### config.mk
export PLATFORM = sky130hd
export DESIGN_NAME = gregorian_date_ordinal_converter_core
export DESIGN_NICKNAME = d
export VERILOG_FILES = /design/src/sv/gdoc_pkg.sv /design/src/sv/gdoc_recip_mul.sv /design/src/sv/gdoc_seq.sv /design/src/sv/gregorian_date_ordinal_converter_core.sv
export SDC_FILE = /design/constraint.sdc
export NUM_CORES = 1
export LEC_CHECK = 0
export BUFFER_PORTS_ARGS = -buffer_cell sky130_fd_sc_hd__buf_4
export CORE_UTILIZATION = 55
export CTS_CLUSTER_SIZE = 10
export DETAILED_ROUTE_END_ITERATION = 8
export PLACE_DENSITY_LB_ADDON = 0.25
export SETUP_SLACK_MARGIN = 0.15
export SYNTH_ARGS = -nofsm -noshare
export SYNTH_HDL_FRONTEND = slang
export SYNTH_SLANG_ARGS = --single-unit
### constraint.sdc
create_clock -name clk -period 8.7 [get_ports clk]
set_input_delay 0.435 -clock clk [delete_from_list [all_inputs] [get_ports clk]]
set_output_delay 0.435 -clock clk [all_outputs]
set_load 0.02 [all_outputs]
### src/sv/gdoc_pkg.sv
// ----------------------------------------------------------------------------
// gdoc_pkg
// Shared types, constants and table functions of the Gregorian date unit.
// ----------------------------------------------------------------------------
`default_nettype none

package gdoc_pkg;

  localparam int unsigned YEAR_W  = 14;
  localparam int unsigned MONTH_W = 4;
  localparam int unsigned DAY_W   = 5;
  localparam int unsigned ORD_W   = 9;
  localparam int unsigned WD_W    = 3;
  localparam int unsigned LEN_W   = 5;
  localparam int unsigned OPND_W  = 15;
  localparam int unsigned QUOT_W  = 13;

  localparam logic [OPND_W-1:0] YEAR_SHIFT = 15'd400;
  localparam logic [ORD_W-1:0]  YEAR_DAYS  = 9'd365;

  localparam logic [MONTH_W-1:0] MONTH_FIRST = 4'd1;
  localparam logic [MONTH_W-1:0] MONTH_FEB   = 4'd2;
  localparam logic [MONTH_W-1:0] MONTH_LAST  = 4'd12;

  typedef enum logic {
    ACT_DATE_TO_ORD = 1'b0,
    ACT_ORD_TO_DATE = 1'b1
  } action_t;

  typedef enum logic {
    RECIP_100 = 1'b0,
    RECIP_7   = 1'b1
  } recip_sel_t;

  typedef struct packed {
    logic [OPND_W-1:0] operand;
    recip_sel_t        sel;
  } mul_req_t;

  typedef struct packed {
    action_t            action;
    logic [YEAR_W-1:0]  year;
    logic [MONTH_W-1:0] month;
    logic [DAY_W-1:0]   day;
    logic [ORD_W-1:0]   ordinal;
  } req_t;

  typedef struct packed {
    logic [MONTH_W-1:0] month;
    logic [DAY_W-1:0]   day;
    logic [ORD_W-1:0]   ordinal;
    logic [WD_W-1:0]    weekday;
    logic [LEN_W-1:0]   month_length;
    logic               leap;
    logic               valid_res;
  } result_t;

  // days in month m, zero outside 1..12
  function automatic logic [LEN_W-1:0] month_len(input logic [MONTH_W-1:0] m,
                                                 input logic leap);
    logic [LEN_W-1:0] l;
    case (m)
      4'd1, 4'd3, 4'd5, 4'd7, 4'd8, 4'd10, 4'd12: l = 5'd31;
      4'd4, 4'd6, 4'd9, 4'd11:                   l = 5'd30;
      4'd2:                                      l = leap ? 5'd29 : 5'd28;
      default:                                   l = 5'd0;
    endcase
    return l;
  endfunction

  // floor(31 * mm / 12) for the shifted month mm in 1..12
  function automatic logic [LEN_W-1:0] month_offset(input logic [MONTH_W-1:0] mm);
    logic [LEN_W-1:0] o;
    case (mm)
      4'd1:    o = 5'd2;
      4'd2:    o = 5'd5;
      4'd3:    o = 5'd7;
      4'd4:    o = 5'd10;
      4'd5:    o = 5'd12;
      4'd6:    o = 5'd15;
      4'd7:    o = 5'd18;
      4'd8:    o = 5'd20;
      4'd9:    o = 5'd23;
      4'd10:   o = 5'd25;
      4'd11:   o = 5'd28;
      4'd12:   o = 5'd31;
      default: o = 5'd0;
    endcase
    return o;
  endfunction

endpackage

`default_nettype wire

### src/sv/gdoc_recip_mul.sv
// ----------------------------------------------------------------------------
// gdoc_recip_mul
// Shared divider by a constant: multiply by a scaled reciprocal of 100 or 7,
// product registered, quotient taken from the high bits.
// ----------------------------------------------------------------------------
`default_nettype none

module gdoc_recip_mul import gdoc_pkg::*; (
  input  wire logic              clk,
  input  wire mul_req_t          req,
  output logic [QUOT_W-1:0]      quot
);

  localparam logic [15:0] RECIP_K100 = 16'd20972;  // ceil(2^21 / 100)
  localparam logic [15:0] RECIP_K7   = 16'd37450;  // ceil(2^18 / 7)

  logic [30:0] prod;
  recip_sel_t  sel_q;
  logic [15:0] k;

  assign k = (req.sel == RECIP_7) ? RECIP_K7 : RECIP_K100;

  always_ff @(posedge clk) begin
    prod  <= 31'(req.operand) * 31'(k);
    sel_q <= req.sel;
  end

  assign quot = (sel_q == RECIP_7) ? prod[30:18] : {3'b000, prod[30:21]};

endmodule

`default_nettype wire

### src/sv/gdoc_seq.sv
// ----------------------------------------------------------------------------
// gdoc_seq
// Sequencer: leap test, month walk one month per cycle, weekday congruence,
// divisions by 100 and by 7 through the shared reciprocal multiplier.
// ----------------------------------------------------------------------------
`default_nettype none

module gdoc_seq import gdoc_pkg::*; (
  input  wire logic              clk,
  input  wire logic              rst,
  input  wire logic              in_valid,
  output logic                   in_ready,
  input  wire req_t              in_req,
  output logic                   res_valid,
  input  wire logic              res_ready,
  output result_t                res,
  output mul_req_t               mul_req,
  input  wire logic [QUOT_W-1:0] quot
);

  typedef enum logic [3:0] {
    ST_IDLE, ST_Q1, ST_LEAP, ST_WALK, ST_Q2, ST_SUM, ST_MOD, ST_WD, ST_DONE
  } state_t;

  state_t             state;
  action_t            act;
  logic [OPND_W-1:0]  yplus;
  logic [MONTH_W-1:0] mon;
  logic [DAY_W-1:0]   day;
  logic [ORD_W-1:0]   ord;
  logic               leap;
  logic [MONTH_W-1:0] m;
  logic [ORD_W-1:0]   acc;
  logic [ORD_W-1:0]   rest;
  logic [MONTH_W-1:0] r_mon;
  logic [DAY_W-1:0]   r_day;
  logic [ORD_W-1:0]   r_ord;
  logic [LEN_W-1:0]   r_len;
  logic [WD_W-1:0]    r_wd;
  logic               r_valid;
  logic [OPND_W-1:0]  yy;
  logic [OPND_W-1:0]  sum;

  logic [LEN_W-1:0]   l;
  logic [OPND_W-1:0]  q15;
  logic [OPND_W-1:0]  rem;
  logic               leap_next;
  logic [MONTH_W-1:0] mm;
  logic [OPND_W-1:0]  sum_next;
  logic [OPND_W-1:0]  wd_full;
  logic               mon_bad;
  logic               ord_bad;

  assign l         = month_len(m, leap);
  assign q15       = OPND_W'(quot);
  assign rem       = yplus - OPND_W'(q15 * 15'd100);
  assign leap_next = ((yplus[1:0] == 2'b00) && (rem != '0)) ||
                     ((rem == '0) && (quot[1:0] == 2'b00));
  assign mm        = (r_mon <= MONTH_FEB) ? r_mon + 4'd10 : r_mon - 4'd2;
  assign sum_next  = OPND_W'(r_day) + yy + (yy >> 2) + (q15 >> 2)
                   + OPND_W'(month_offset(mm)) - q15;
  assign wd_full   = sum - OPND_W'(q15 * 15'd7);
  assign mon_bad   = (mon < MONTH_FIRST) || (mon > MONTH_LAST);
  assign ord_bad   = (ord == '0) || (ord > YEAR_DAYS + ORD_W'(leap));

  assign in_ready  = (state == ST_IDLE);
  assign res_valid = (state == ST_DONE);
  assign res       = '{month: r_mon, day: r_day, ordinal: r_ord, weekday: r_wd,
                       month_length: r_len, leap: leap, valid_res: r_valid};

  always_comb begin
    mul_req.sel = (state == ST_MOD) ? RECIP_7 : RECIP_100;
    unique case (state)
      ST_Q1:   mul_req.operand = yplus;
      ST_Q2:   mul_req.operand = yy;
      default: mul_req.operand = sum;
    endcase
  end

  always_ff @(posedge clk) begin
    if (rst) begin
      state <= ST_IDLE;
    end else begin
      unique case (state)
        ST_IDLE: begin
          if (in_valid) begin
            act     <= in_req.action;
            yplus   <= OPND_W'(in_req.year) + YEAR_SHIFT;
            mon     <= in_req.month;
            day     <= in_req.day;
            ord     <= in_req.ordinal;
            r_mon   <= '0;
            r_day   <= '0;
            r_ord   <= '0;
            r_len   <= '0;
            r_wd    <= '0;
            r_valid <= 1'b0;
            state   <= ST_Q1;
          end
        end
        ST_Q1: begin
          state <= ST_LEAP;
        end
        ST_LEAP: begin
          leap  <= leap_next;
          m     <= MONTH_FIRST;
          acc   <= '0;
          rest  <= ord;
          state <= ST_WALK;
        end
        ST_WALK: begin
          if (act == ACT_DATE_TO_ORD) begin
            if (mon_bad) begin
              state <= ST_DONE;
            end else if (m == mon) begin
              r_len <= l;
              if ((day != '0) && (day <= l)) begin
                r_mon   <= mon;
                r_day   <= day;
                r_ord   <= acc + ORD_W'(day);
                r_valid <= 1'b1;
                yy      <= yplus - OPND_W'(m <= MONTH_FEB);
                state   <= ST_Q2;
              end else begin
                state <= ST_DONE;
              end
            end else begin
              acc <= acc + ORD_W'(l);
              m   <= m + 4'd1;
            end
          end else begin
            if (ord_bad) begin
              state <= ST_DONE;
            end else if (rest <= ORD_W'(l)) begin
              r_mon   <= m;
              r_day   <= DAY_W'(rest);
              r_len   <= l;
              r_ord   <= ord;
              r_valid <= 1'b1;
              yy      <= yplus - OPND_W'(m <= MONTH_FEB);
              state   <= ST_Q2;
            end else begin
              rest <= rest - ORD_W'(l);
              m    <= m + 4'd1;
            end
          end
        end
        ST_Q2: begin
          state <= ST_SUM;
        end
        ST_SUM: begin
          sum   <= sum_next;
          state <= ST_MOD;
        end
        ST_MOD: begin
          state <= ST_WD;
        end
        ST_WD: begin
          r_wd  <= wd_full[WD_W-1:0];
          state <= ST_DONE;
        end
        ST_DONE: begin
          if (res_ready) begin
            state <= ST_IDLE;
          end
        end
        default: begin
          state <= ST_IDLE;
        end
      endcase
    end
  end

endmodule

`default_nettype wire

### src/sv/gregorian_date_ordinal_converter_core.sv
// ----------------------------------------------------------------------------
// gregorian_date_ordinal_converter_core
// Gregorian day of year, month and day, weekday, month length and leap flag.
// ----------------------------------------------------------------------------
// One word in, one word out. The month walk steps one month a cycle and both
// divisions by 100 and the final modulo 7 share one registered reciprocal
// multiplier. s_tready is high only while the sequencer is idle; a finished
// result waits in the output register and the next word is taken meanwhile.
`default_nettype none

module gregorian_date_ordinal_converter_core import gdoc_pkg::*; (
  input  wire logic        clk,
  input  wire logic        rst,
  input  wire logic        s_tvalid,
  output logic             s_tready,
  input  wire logic [31:0] s_tdata,   // year_in, month_in, day_in, ordinal_in
  input  wire logic [0:0]  s_tuser,   // action
  output logic             m_tvalid,
  input  wire logic        m_tready,
  output logic [31:0]      m_tdata,   // month_out, day_out, ordinal_out, weekday,
                                      // month_length, leap, zero pad
  output logic [0:0]       m_tuser    // valid_res
);

  req_t              req;
  result_t           res;
  logic              res_valid;
  logic              res_ready;
  mul_req_t          mul_req;
  logic [QUOT_W-1:0] quot;
  result_t           out_r;

  assign req = '{action: action_t'(s_tuser[0]), year: s_tdata[13:0],
                 month: s_tdata[17:14], day: s_tdata[22:18], ordinal: s_tdata[31:23]};

  gdoc_seq u_seq (
    .clk       (clk),
    .rst       (rst),
    .in_valid  (s_tvalid),
    .in_ready  (s_tready),
    .in_req    (req),
    .res_valid (res_valid),
    .res_ready (res_ready),
    .res       (res),
    .mul_req   (mul_req),
    .quot      (quot)
  );

  gdoc_recip_mul u_mul (
    .clk  (clk),
    .req  (mul_req),
    .quot (quot)
  );

  assign res_ready = !m_tvalid || m_tready;

  always_ff @(posedge clk) begin
    if (rst) begin
      m_tvalid <= 1'b0;
    end else if (res_valid && res_ready) begin
      m_tvalid <= 1'b1;
      out_r    <= res;
    end else if (m_tready) begin
      m_tvalid <= 1'b0;
    end
  end

  assign m_tdata = {5'b00000, out_r.leap, out_r.month_length, out_r.weekday,
                    out_r.ordinal, out_r.day, out_r.month};
  assign m_tuser = out_r.valid_res;

  a_month_range: assert property (@(posedge clk) disable iff (rst)
    m_tvalid && m_tuser[0] |-> (m_tdata[3:0] != 4'd0) && (m_tdata[3:0] <= 4'd12))
    else $error("valid result with month out of range");

  a_weekday_range: assert property (@(posedge clk) disable iff (rst)
    m_tvalid && m_tuser[0] |-> (m_tdata[20:18] <= 3'd6))
    else $error("weekday out of range");

  a_invalid_zero: assert property (@(posedge clk) disable iff (rst)
    m_tvalid && !m_tuser[0] |-> (m_tdata[20:0] == 21'd0))
    else $error("invalid result carries date fields");

  a_busy_after_accept: assert property (@(posedge clk) disable iff (rst)
    s_tvalid && s_tready |=> !s_tready)
    else $error("ready while a word is in work");

endmodule

`default_nettype wire

* After elaboration in Yosys (flattened, before gate mapping) *
Memory sizes are Yosys's and may differ from the RTL's.
Index checks and enable logic that the tools add are counted.

cells by class
  reductions and logical operators = 36
  equal/unequal tests = 41
  multiply operators = 3
  add/subtract/negate cells = 16
  bitwise operators = 1
  $lt $le $gt $ge = 7
  mux-type cells = 78

operators by type and width
  kind                     count
  $mux W9                  13
  $mux W15                 6
  $mux W4                  21
  $mux W5                  12
  $pmux W9 S2              3
  $pmux W4 S9              1
  $eq A4 B3 Y1 const B     8
  $mul A15 B16 Y31         1
  $pmux W15 S2             1
  $eq A4 B4 Y1 const B     6
  $pmux W5 S2              2
  $add A9 B5 Y9            2
  $eq A4 B2 Y1 const B     4
  $mux W16                 1
  $ne A2 B2 Y1 const B     8
  $pmux W4 S2              2
  $add A14 B9 Y15 const B  1
  $add A15 B11 Y15         1
  $add A15 B13 Y15         1
  $add A15 B5 Y15          1
  $add A5 B15 Y15          1
  $logic_not A15 Y1        1
  $pmux W5 S3              1
  $reduce_bool A15 Y1      1
  other kinds (48)         83

storage, ports and cells
  bits of input ports = 37
  memories = 1
  register bits = 179
  output and inout bits = 35
  word-level logic and storage cells = 211
  memory bits (read-only) = 80

memories
  memory           words  bits a word  read ports  clocked after Yosys merged registers in  write ports  line            text
  (no name shown)  16     5            1           0                                        0            gdoc_pkg.sv:74  case (mm)

* Longest topological paths before layout *
Gate-level depths: netlist of the first run.

  depth in word-level cells = 10
  mapped depth = 30
  gate-level depth less buffers = 28

* Cells and area by module *
A second synthesis of the first run with hierarchy kept.

unflattened totals
  cells, all modules = 1493
  area total of the unflattened synthesis = 15499.9 um2

modules (own cells, without submodules)
  module                                 area an instance (um2)  sequential area each (um2)  cells an instance  instances
  gdoc_seq                               9196.3                  3443.3                      889                1
  gdoc_recip_mul                         5366.4                  280.3                       565                1
  gregorian_date_ordinal_converter_core  937.1                   860.8                       39                 1

* Worst setup path after synthesis of the first run *
OpenSTA, ideal clock, no wires.

  path kind = flip-flop to flip-flop
  from = register u_seq.state[3]
  to = register u_mul.prod[29]
  arrival time = 6.424 ns
  library setup time = 0.072 ns
  buffers on the path = 2
  slack = 2.205 ns
  clock period less this slack = 6.495 ns
  data required time = 8.628 ns
  cell stages (with the launch flop) = 28
  cell sequence = dfxtp_1 > clkbuf_1 > nor3_2 > nor2_1 > buf_2 > nand2_1 > nand2_1 > nand2_1 > fa_1 > fa_1 > inv_1 > fa_1 > inv_1 > fa_1 > inv_1 > fa_1 > inv_1 > fa_1 > inv_1 > ha_1 > nand3_1 > a211oi_2 > nor4b_4 > or2_2 > a211oi_2 > a21oi_2 > o21bai_2 > xor2_1

between the ends
  longest elaborated chain between the ends = 4
  elaborated cells on any way between the ends = 7
  those cells by class = mul: 1; eq/ne: 3; mux: 3

RTL lines
  element                 line                  text
  from (decl)             gdoc_seq.sv:25        state_t state;
  from (signal assigned)  gdoc_seq.sv:82        state <= ST_IDLE;
  from (signal assigned)  gdoc_seq.sv:98        state <= ST_Q1;
  from (signal assigned)  gdoc_seq.sv:102       state <= ST_LEAP;
  $eq A4 B3 Y1            gdoc_seq.sv:72        mul_req.sel = (state == ST_MOD) ? RECIP_7 : RECIP_100;
  $mux W1                 gdoc_seq.sv:72
  $mux W16                gdoc_recip_mul.sv:21  assign k = (req.sel == RECIP_7) ? RECIP_K7 : RECIP_K100;
  $mul A15 B16 Y31 (*)    gdoc_recip_mul.sv:24  prod <= 31'(req.operand) * 31'(k);
  to (signal assigned)    gdoc_recip_mul.sv:24
  to (decl)               gdoc_recip_mul.sv:17  logic [30:0] prod;

Every way passes the cells marked *; elsewhere a longest branch is shown, timed or not.
A chain may end at the register's enable or synchronous reset.

* Final worst setup path of the first run *
Ends and elaborated chain as after synthesis.

==> metrics.csv, run 1 <==
stage,metric,value,unit
outcome,status,finished clean,
logic_synthesis,synthesis.area_per_instance,10.3,um2
floorplan,initial_core_util,56.5,%
grt,grt_overflow,0,
cts,cts_sinks,157,
cells_and_area,layout_common_cells,"inv_1 (290), ha_1 (218), fa_1 (142)",
cts,clockRootBuffer,clkbuf_16,
floorplan,die_w,169,um
route,wire_per_inst,16.3,um
cts,hold_buffers,0,
cts,ctsResizeCount,0,
placement,dp_hpwl,26800,um
logic_synthesis,syn_area,15300,um2
setup_path,crit_type,flip-flop to flip-flop,
logic_synthesis,dominantRegCellSynth,edfxtp_1,
sta,fmax,135,MHz
logic_synthesis,synth_edf_count,138,
cts,path_clk_slew,80,ps
route,viasPerCell,5.30,
sta,finalSetupViolations,0,
cells_and_area,drive_gt1_share,8.72,%
sta,worstMarginPinSlew,1150,ps
route,dr.pass1.iters,5,
logic_synthesis,ys_top_cells_by_area,"edfxtp_1 (27%), fa_1 (19%), ha_1 (18%)",
cells_and_area,areaGrowthSynthToFinish,10.4,%
logic_synthesis,synthCells,1488,
cells_and_area,fin_util,62.4,%
setup_path,crit_path_end_kind,flip-flop,
floorplan,die_y,169,um
cts,h-tree-depth,4,
floorplan,ioPinCount,72,
sta,fin_hold_ws,167,ps
route,drc,0,
cts,cts_tree,done,
floorplan,rows,60,
min_path,min_from,s_tdata[24],
setup_path,crit_path_max_fanout,16,
cts,clockBufferDepth,2,
sta,rsz0062_at_grt,no,
setup_path,required,9060,ps
placement,io_buffers,66,
grt,antenna_found_initial,0,
min_path,min_to,u_seq.ord[1],
logic_synthesis,yosysWarnings,0,
setup_path,worstSetupStartpointType,flip-flop,
grt,grt_pass1_vias,10500,
logic_synthesis,synth-seq-cells,157,
sta,setup_tns,0,ps
grt,grt.total_usage,24.1,%
setup_path,crit_path_max_incr_delay,540,ps
logic_synthesis,async_reset_ff_share,0,%
logic_synthesis,synth_top_area_share,27.1,%
min_path,min_path_type,input pin to flip-flop,
setup_path,r2r-end,u_mul.prod[29],
cells_and_area,finish.net_count,1967,
setup_path,worst_path_max_delay_cell,fa_1,
cells_and_area,layout_commonest_cell,inv_1,
setup_path,worst_ep_arrival_time,7750,ps
sta,hold_violations,0,
logic_synthesis,synth.largest_area_cell,edfxtp_1,
min_path,hold_depth,1,
route,drtIter0Drc,629,
cts,numCtsBuffers,17,
sta,period_needed,7390,ps
cts,postCtsSetupRepairBufs,0,
job,drv_cap,0,
cts,worstSkewPairLatency,440,ps
grt,grt_pass1_wl,53000,um
placement,gp_congestion,0.916,
cells_and_area,antenna_cells,0,
sta,fin_crit_sh,85.0,%
sta,finalMaxSlewViolations,0,
setup_path,timing.rr.start,u_seq.state[3],
setup_path,cpMostUsedCell,fa_1,
sta,skew,11.9,ps
logic_synthesis,synth-seq-area-share,29.5,%
route,ant_nets,0,
floorplan,die-area,28500,um2
setup_path,rr_worst_depth,28,
logic_synthesis,ys_types,71,
setup_path,r2r_slack,1310,ps
route,wl,31800,um
sta,relSlewSlack,23.2,%
floorplan,core_area,27100,um2
grt,grt_start_max_net_pins,53,
route,via_count,10400,
[cells by family (layout without fill, tap and decap cells)]
kind of cell	Yosys count	in the layout	share of synthesized area [%]
adder cells (fa/ha/maj)	360	360	36.4
buffers and inverters	325	399	8.18
AND/OR/NAND/NOR	323	323	9.92
AO/OA/AOI/OAI	195	195	8.30
flip-flops	157	157	29.5
XOR/XNOR	98	98	5.61
multiplexers	28	28	2.01
other	2	23	0.0490
[synth_stat cells, types with 3 or more instances]
library cell,n
a211o_1,3
a211oi_1,4
a21o_1,23
a21oi_1,65
a22oi_1,15
a31oi_1,8
and2_1,9
and3_1,5
buf_2,4
buf_4,7
clkbuf_1,20
dfxtp_1,19
edfxtp_1,138
fa_1,142
ha_1,218
inv_1,290
mux2i_1,24
nand2_1,111
nand2b_1,13
nand3_1,11
nand4_1,7
nor2_1,96
nor2b_1,17
nor3_1,17
nor3b_1,4
nor4_1,4
o211ai_1,6
o21a_1,7
o21ai_0,30
o21bai_1,3
o31ai_1,3
or2_2,5
or3_1,6
or4_1,7
xnor2_1,62
xor2_1,36
[area by class of cell]
class | count | area [um2]
clock inverter | 15 | 188
inverter | 291 | 1090
timing repair buffer | 76 | 571
tap | 372 | 465
multi-input combinational | 1027 | 9640
sequential | 157 | 4520
clock buffer | 17 | 425
fill | 2182 | 10200
[state kept, by name (all words and copies together), names as in the netlist, 4 cells and up]
register     count
m_tdata         25
u_seq.sum       15
u_seq.yplus     15
u_seq.yy        15
u_mul.prod      13
u_seq.acc        9
u_seq.ord        9
u_seq.r_ord      9
u_seq.rest       9
u_seq.day        5
u_seq.r_day      5
u_seq.m          4
u_seq.mon        4
u_seq.r_mon      4
u_seq.state      4
[worst max-delay path by stage]
stage / slack [ps] / from / to
2_1_floorplan: 2200 / u_seq.state[3] / u_mul.prod[29]
3_3_place_gp: 1470 / u_seq.state[3] / u_mul.prod[24]
3_5_place_dp: 1340 / u_seq.state[3] / u_mul.prod[29]
4_1_cts: 1290 / u_seq.state[3] / u_mul.prod[29]
5_1_grt: 850 / u_seq.state[3] / u_mul.prod[29]
6_report: 1310 / u_seq.state[3] / u_mul.prod[29]
[metal layers]
metal | vias up | wire [um] | GRT usage [%]
met1 | 4987 | 14700 | 34.1
li1 | 5070 | - | -
met3 | 34 | 1650 | 3.30
met2 | 262 | 15000 | 39.1
met5 | - | 0 | 0
met4 | 0 | 443 | 6.13
[metrics by stage]
step	std cells	setup slack (ps)	cell area (um2)
after global placement	1923	1470	16300
after CTS	1955	1290	16900
final	1955	1310	16900
after global routing	1955	849	16900
after floorplan	1509	2200	15400
after detailed placement	1923	1340	16300
[critical path, delay by kind of cell, from the launching register on]
family / cells / cell delay [ps]
fa+ha+maj: 7 / 3170
simple gates: 8 / 1640
compound gates: 5 / 930
buf+inv: 6 / 720
flops: 1 / 500
xor+xnor: 2 / 310
Power of run 1 is not shown: default switching activity piles up to over one toggle a cycle in this logic, so the estimate is an artifact.
==> inputs of run 2 (changes only) <==
--- a/config.mk
+++ b/config.mk
@@ -5,6 +5,7 @@
 export SDC_FILE = /design/constraint.sdc
 export NUM_CORES = 1
 export LEC_CHECK = 0
+export ABC_AREA = 1
 export BUFFER_PORTS_ARGS = -buffer_cell sky130_fd_sc_hd__buf_4
 export CORE_UTILIZATION = 55
 export CTS_CLUSTER_SIZE = 10
==> constraint.sdc (replaced) <==
create_clock -name clk -period 7.03 [get_ports clk]
set_input_delay 0.3515 -clock clk [delete_from_list [all_inputs] [get_ports clk]]
set_output_delay 0.3515 -clock clk [all_outputs]
set_load 0.02 [all_outputs]
==> metrics.csv, run 2 <==
stage,metric,value,unit,change
route,via_count,12400,,+20%
cts,ctsResizeCount,0,,unchanged
cells_and_area,largest_register_ffs,25,,unchanged
cts,worstSkewPairLatency,440,ps,about the same
cells_and_area,stdcell_count,2331,,+19%
setup_path,crit_path_max_fanout,15,,-1
sta,fin_crit_sh,91.6,%,+6.6 points
logic_synthesis,ys_types,51,,-28%
cts,cts_tree,done,,
logic_synthesis,synthMostInstantiatedCell,inv_1,,
sta,hold_violations,0,,unchanged
floorplan,die_y,174,um,+3.2%
placement,io_buffers,66,,unchanged
cells_and_area,finish.net_count,2331,,+19%
setup_path,rr_worst_depth,27,,-3.6%
grt,grt_start_max_net_pins,38,,-28%
logic_synthesis,synth-seq-cells,157,,unchanged
logic_synthesis,synth_edf_count,138,,unchanged
cells_and_area,regMostFlops,m_tdata,,
cts,numCtsBuffers,17,,unchanged
min_path,min_path_type,input pin to flip-flop,,
sta,finalSetupViolations,0,,unchanged
outcome,status,finished clean,,
logic_synthesis,synthesis.area_per_instance,8.83,um2,-14%
setup_path,cp_num_buf_inv,7,,+1
setup_path,crit_path_start,u_seq.state[0],,
setup_path,worstSetupStartpointType,flip-flop,,
setup_path,timing.rr.start,u_seq.state[0],,
logic_synthesis,synth.largest_area_cell,edfxtp_1,,
grt,grt_pass1_wl,63000,um,+19%
cts,clockRootBuffer,clkbuf_16,,
logic_synthesis,synth_top_area_share,25.4,%,-1.7 points
logic_synthesis,ys_top_cells_by_area,"edfxtp_1 (25%), fa_1 (17%), ha_1 (17%)",,
setup_path,required,7390,ps,-1670 ps
setup_path,crit_path_max_incr_delay,550,ps,about the same
floorplan,ioPinCount,72,,unchanged
placement,dp_hpwl,32300,um,+21%
floorplan,initial_core_util,56.4,%,about the same
route,drtIter0Drc,772,,+23%
route,viasPerCell,5.33,,+0.57%
setup_path,cp-endpoint,u_mul.prod[29],,
floorplan,die-area,30400,um2,+6.6%
cts,clockBufferDepth,2,,unchanged
route,dr.pass1.iters,5,,unchanged
placement,dp.cells,2299,,+20%
cells_and_area,areaGrowthSynthToFinish,9.74,%,
route,ant_nets,0,,unchanged
sta,setup_tns,0,ps,unchanged
route,wire_per_inst,16.6,um,+2.1%
sta,finalMaxSlewViolations,0,,unchanged
cells_and_area,fill_cells,2482,,+14%
cts,postCtsSetupRepairBufs,0,,unchanged
cells_and_area,layout_common_cells,"inv_1 (412), nand2_1 (290), ha_1 (218)",,
setup_path,crit_path_end_kind,flip-flop,,
grt,grt_pass1_vias,12700,,+21%
logic_synthesis,dominantRegCellSynth,edfxtp_1,,
logic_synthesis,yosysWarnings,0,,unchanged
cts,cts_sinks,157,,unchanged
setup_path,r2r_slack,590,ps,-720 ps
floorplan,rows,62,,+3.3%
cells_and_area,multi_input_area,10100,um2,+5.2%
cells_and_area,layout_commonest_cell,inv_1,,
sta,rsz0062_at_grt,no,,
setup_path,worst_ep_arrival_time,6800,ps,-950 ps
sta,relSlewSlack,23.1,%,-0.17 points
cts,path_clk_slew,70,ps,about the same
setup_path,cp.depth,27,,-3.6%
route,wl,38700,um,+22%
cells_and_area,drive_gt1_share,9.04,%,+0.32 points
setup_path,cpLargestDelayFamily,adder cells,,
cells_and_area,seq_area,4520,um2,unchanged
logic_synthesis,synth-seq-area-share,27.7,%,-1.8 points
logic_synthesis,async_reset_ff_share,0,%,unchanged
grt,grt.total_usage,26.8,%,+2.7 points
sta,fmax,155,MHz,+15%
logic_synthesis,synthTopCellsByCount,"inv_1 (412), nand2_1 (290), ha_1 (218)",,
setup_path,crit_type,flip-flop to flip-flop,,
grt,grt_overflow,0,,unchanged
cts,h-tree-depth,4,,unchanged
setup_path,worst_path_max_delay_cell,fa_1,,
job,drv_cap,0,,unchanged
cells_and_area,antenna_cells,0,,unchanged
sta,worstMarginPinSlew,1140,ps,-3.33 ps
floorplan,die_w,174,um,+3.2%
setup_path,r2r-end,u_mul.prod[29],,
cts,hold_buffers,0,,unchanged
sta,skew,9.62,ps,-2.29 ps
route,drc,0,,unchanged
logic_synthesis,syn_area,16300,um2,+6.7%
grt,antenna_found_initial,0,,unchanged
sta,period_needed,6440,ps,-953 ps
setup_path,cpMostUsedCell,inv_1,,
floorplan,core_area,28900,um2,+6.8%
placement,gp_congestion,0.948,,+3.5%
logic_synthesis,synthCells,1849,,+24%
run 2: cell types whose count changed after synthesis, moves of 19 or more:
cell and delta:
nand3_1 +51, o21ai_0 +52, a21oi_1 +31, xnor2_1 -39, a21o_1 -19, nand2_1 +179, xor2_1 +19, inv_1 +122
mux2i_1 -24, nor2_1 +22
run 2: kinds of logic after synthesis:
logic type | count (synthesis) | share of synthesized area, %
simple gates | 546 | 14.3
flops | 157 | 27.7
other cells | 2 | 0.0460
compound gates | 246 | 8.73
fa+ha+maj | 360 | 34.1
xor+xnor | 78 | 4.18
buf+inv | 460 | 10.9
run 2: through the flow:
stage | utilization, % | cell area, um2 | setup WS, ps | hold WS [ps]
5_1_grt | 61.9 | 17900 | 267 | 68.0
4_1_cts | 61.9 | 17900 | 636 | 72.9
3_3_place_gp | 59.9 | 17300 | 714 | 400
2_1_floorplan | - | 16400 | 1260 | 400
3_5_place_dp | 59.9 | 17300 | 670 | 405
6_report | 61.9 | 17900 | 592 | 82.8
run 2: worst min-delay path by stage:
stage | depth (start not counted) | startpoint | end
after global routing | 1 | s_tdata[15] | u_seq.mon[1]
after floorplan | 0 | u_seq.r_ord[1] | m_tdata[10]
after CTS | 1 | s_tdata[15] | u_seq.mon[1]
after global placement | 0 | u_seq.r_ord[2] | m_tdata[11]
final | 1 | s_tdata[0] | u_seq.yplus[0]
after detailed placement | 0 | u_seq.r_ord[3] | m_tdata[12]
run 2: worst reg2reg max path, stage by stage (launching register included):
cell and delay, ps:
dfxtp_1 450, inv_1 120, nor2_2 190, nand2_4 170
nand2_4 120, inv_4 100, nand2_1 100, o221ai_2 190
nand2_1 210, inv_1 100, ha_1 310, xor2_1 180
fa_1 480, inv_1 50, fa_1 550, fa_1 540
fa_1 550, inv_1 60, fa_1 520, inv_1 40
ha_1 310, nand2_1 120, nor2_1 110, inv_1 60
nor3_1 320, nand3_1 130, nand3_1 100, xor2_1 200
run 2: area by class of cell:
type / instances / area share [%]
Clock buffer: 17 / 2.37
Clock inverter: 15 / 0.949
Inverter: 428 / 8.99
Multi-Input combinational cell: 1253 / 56.5
Sequential cell: 157 / 25.2
Tap cell: 384 / 2.68
Timing Repair Buffer: 77 / 3.22
run 2: routing by layer:
metal | wire length, um | vias to the layer above | part of all wire, % | global-route usage [%]
li1 | - | 6057 | - | -
met1 | 16600 | 5905 | 43 | 34.1
met2 | 18900 | 377 | 49 | 46.3
met3 | 1970 | 75 | 5.1 | 3.63
met4 | 1270 | 0 | 3.3 | 10.1
met5 | 0 | - | 0 | 0
Power of run 2 is left out for the same reason.
==> inputs of run 3 (changes only) <==
--- a/config.mk
+++ b/config.mk
@@ -7,7 +7,7 @@
 export LEC_CHECK = 0
 export ABC_AREA = 1
 export BUFFER_PORTS_ARGS = -buffer_cell sky130_fd_sc_hd__buf_4
-export CORE_UTILIZATION = 55
+export CORE_UTILIZATION = 39
 export CTS_CLUSTER_SIZE = 10
 export DETAILED_ROUTE_END_ITERATION = 8
 export PLACE_DENSITY_LB_ADDON = 0.25
==> metrics.csv, run 3 (synthesis gave the netlist of run 2 again) <==
stage,metric,value,unit,change
cells_and_area,antenna_cells,0,,unchanged
sta,hold_violations,0,,unchanged
setup_path,crit_path_end_kind,flip-flop,,
grt,grt_overflow,0,,unchanged
sta,setup_tns,0,ps,unchanged
setup_path,crit_path_start,u_seq.state[0],,
cts,numCtsBuffers,17,,unchanged
cts,hold_buffers,0,,unchanged
grt,grt_pass1_vias,12400,,-2.8%
sta,period_needed,6470,ps,+36.7 ps
route,drc,0,,unchanged
grt,grt_pass1_wl,63300,um,+0.38%
route,wire_per_inst,15.4,um,-7.5%
cts,path_clk_slew,70,ps,about the same
cts,postCtsSetupRepairBufs,0,,unchanged
cts,clockBufferDepth,2,,unchanged
setup_path,required,7380,ps,about the same
floorplan,die-area,42700,um2,+41%
sta,skew,13.4,ps,+3.82 ps
cells_and_area,drive_gt1_share,8.99,%,-0.051 points
floorplan,rows,74,,+19%
grt,grt_start_max_net_pins,38,,unchanged
cts,cts_sinks,157,,unchanged
grt,grt_busiest_layer,met2,,
cts,clockRootBuffer,clkbuf_16,,
cells_and_area,largest_register_ffs,25,,unchanged
sta,fin_crit_sh,92.1,%,+0.52 points
floorplan,ioPinCount,72,,unchanged
placement,gp_congestion,0.883,,-6.8%
cells_and_area,layout_commonest_cell,inv_1,,
setup_path,crit_path_max_fanout,15,,unchanged
cells_and_area,fill_cells,4020,,+62%
grt,grt_use_met1,25.8,%,-8.3 points
route,wl,38100,um,-1.6%
route,via_count,12000,,-3.0%
sta,rsz0062_at_grt,no,,
job,drv_cap,0,,unchanged
floorplan,die_w,207,um,+19%
min_path,min_path_type,input pin to flip-flop,,
outcome,status,finished clean,,
sta,finalMaxSlewViolations,0,,unchanged
sta,worstMarginPinSlew,1080,ps,-64.2 ps
cts,h-tree-depth,4,,unchanged
grt,grt.total_usage,19.1,%,-7.7 points
placement,io_buffers,66,,unchanged
sta,relSlewSlack,28.1,%,+5.1 points
setup_path,worstSetupStartpointType,flip-flop,,
setup_path,timing.rr.start,u_seq.state[0],,
route,ant_nets,0,,unchanged
cells_and_area,layout_common_cells,"inv_1 (412), nand2_1 (290), ha_1 (218)",,
grt,grt_util_met3,1.85,%,-1.8 points
cells_and_area,areaGrowthSynthToFinish,11.0,%,
min_path,min_from,s_tdata[30],,
sta,finalSetupViolations,0,,unchanged
route,viasPerCell,4.86,,-8.8%
grt,antenna_found_initial,0,,unchanged
cts,worstSkewPairLatency,440,ps,about the same
setup_path,worst_ep_arrival_time,6830,ps,+30 ps
sta,fmax,154,MHz,-0.57%
floorplan,core_area,41100,um2,+42%
cells_and_area,regMostFlops,m_tdata,,
cts,ctsResizeCount,0,,unchanged
placement,dp_hpwl,32600,um,+0.94%
setup_path,crit_type,flip-flop to flip-flop,,
route,dr.pass1.iters,5,,unchanged
cts,cts_tree,done,,
floorplan,initial_core_util,39.7,%,-17 points
cells_and_area,finish.net_count,2331,,unchanged
route,drtIter0Drc,695,,-10%
floorplan,die_y,207,um,+19%
grt,grtUsageMet2,33.3,%,-13 points
## run 3: changes by cell type in the layout (fill, tap and decap cells not counted)
cell,change
clkinv_2,-1
nor3b_2,-1
inv_8,-1
inv_6,+3
clkinv_4,-3
nor3b_1,+1
bufinv_16,+1
clkinvlp_4,+1
## run 3: final cells by class
cell class	count	area [um2]	area share [%]
repair buffers	77	578	3.19
inverters	428	1610	8.89
multi-input cells	1253	10100	55.9
clock inverters	15	191	1.06
clock buffers	17	425	2.35
well taps	532	666	3.67
flip-flops and latches	157	4520	25.0
## run 3: worst paths after layout
check / endpoint / slack (ps) / depth (start not counted)
hold / removal: u_seq.ord[7] / 80 / 1
setup / recovery: u_mul.prod[27] / 560 / 25
setup reg to reg: u_mul.prod[27] / 560 / 25
hold reg to reg: m_tdata[22] / 420 / 0
## run 3: critical path: stages (launching register included)
cell and delay [ps]:
dfxtp_1 460, inv_1 120, nor2_2 190, nand2_4 180
nand2_4 120, inv_4 110, nand2_1 110, o221ai_2 190
nand2_1 210, inv_1 100, ha_1 310, xor2_1 180
fa_1 480, inv_1 60, fa_1 520, fa_1 530
fa_1 550, inv_1 50, fa_1 530, inv_1 40
ha_1 300, nand2_1 100, nor4_1 390, nand3_1 190
nand3_1 160, xor2_1 170
## run 3: metal layers
layer	up-vias	part of all wire (%)
li1	6053	-
met1	5725	46
met2	233	49
met3	29	3.2
met4	0	1.1
met5	-	0
## run 3: metrics by stage
stage	cells	hold slack (ps)	util (%)	setup slack, ps	area [um2]
after floorplan	1870	400	-	1260	16400
after global placement	2447	404	42.6	700	17500
after detailed placement	2447	407	42.6	617	17500
after CTS	2479	64.1	44.1	549	18100
after global routing	2479	62.6	44.1	163	18100
final	2479	82.7	44.1	556	18100
Power of run 3 is left out for the same reason.
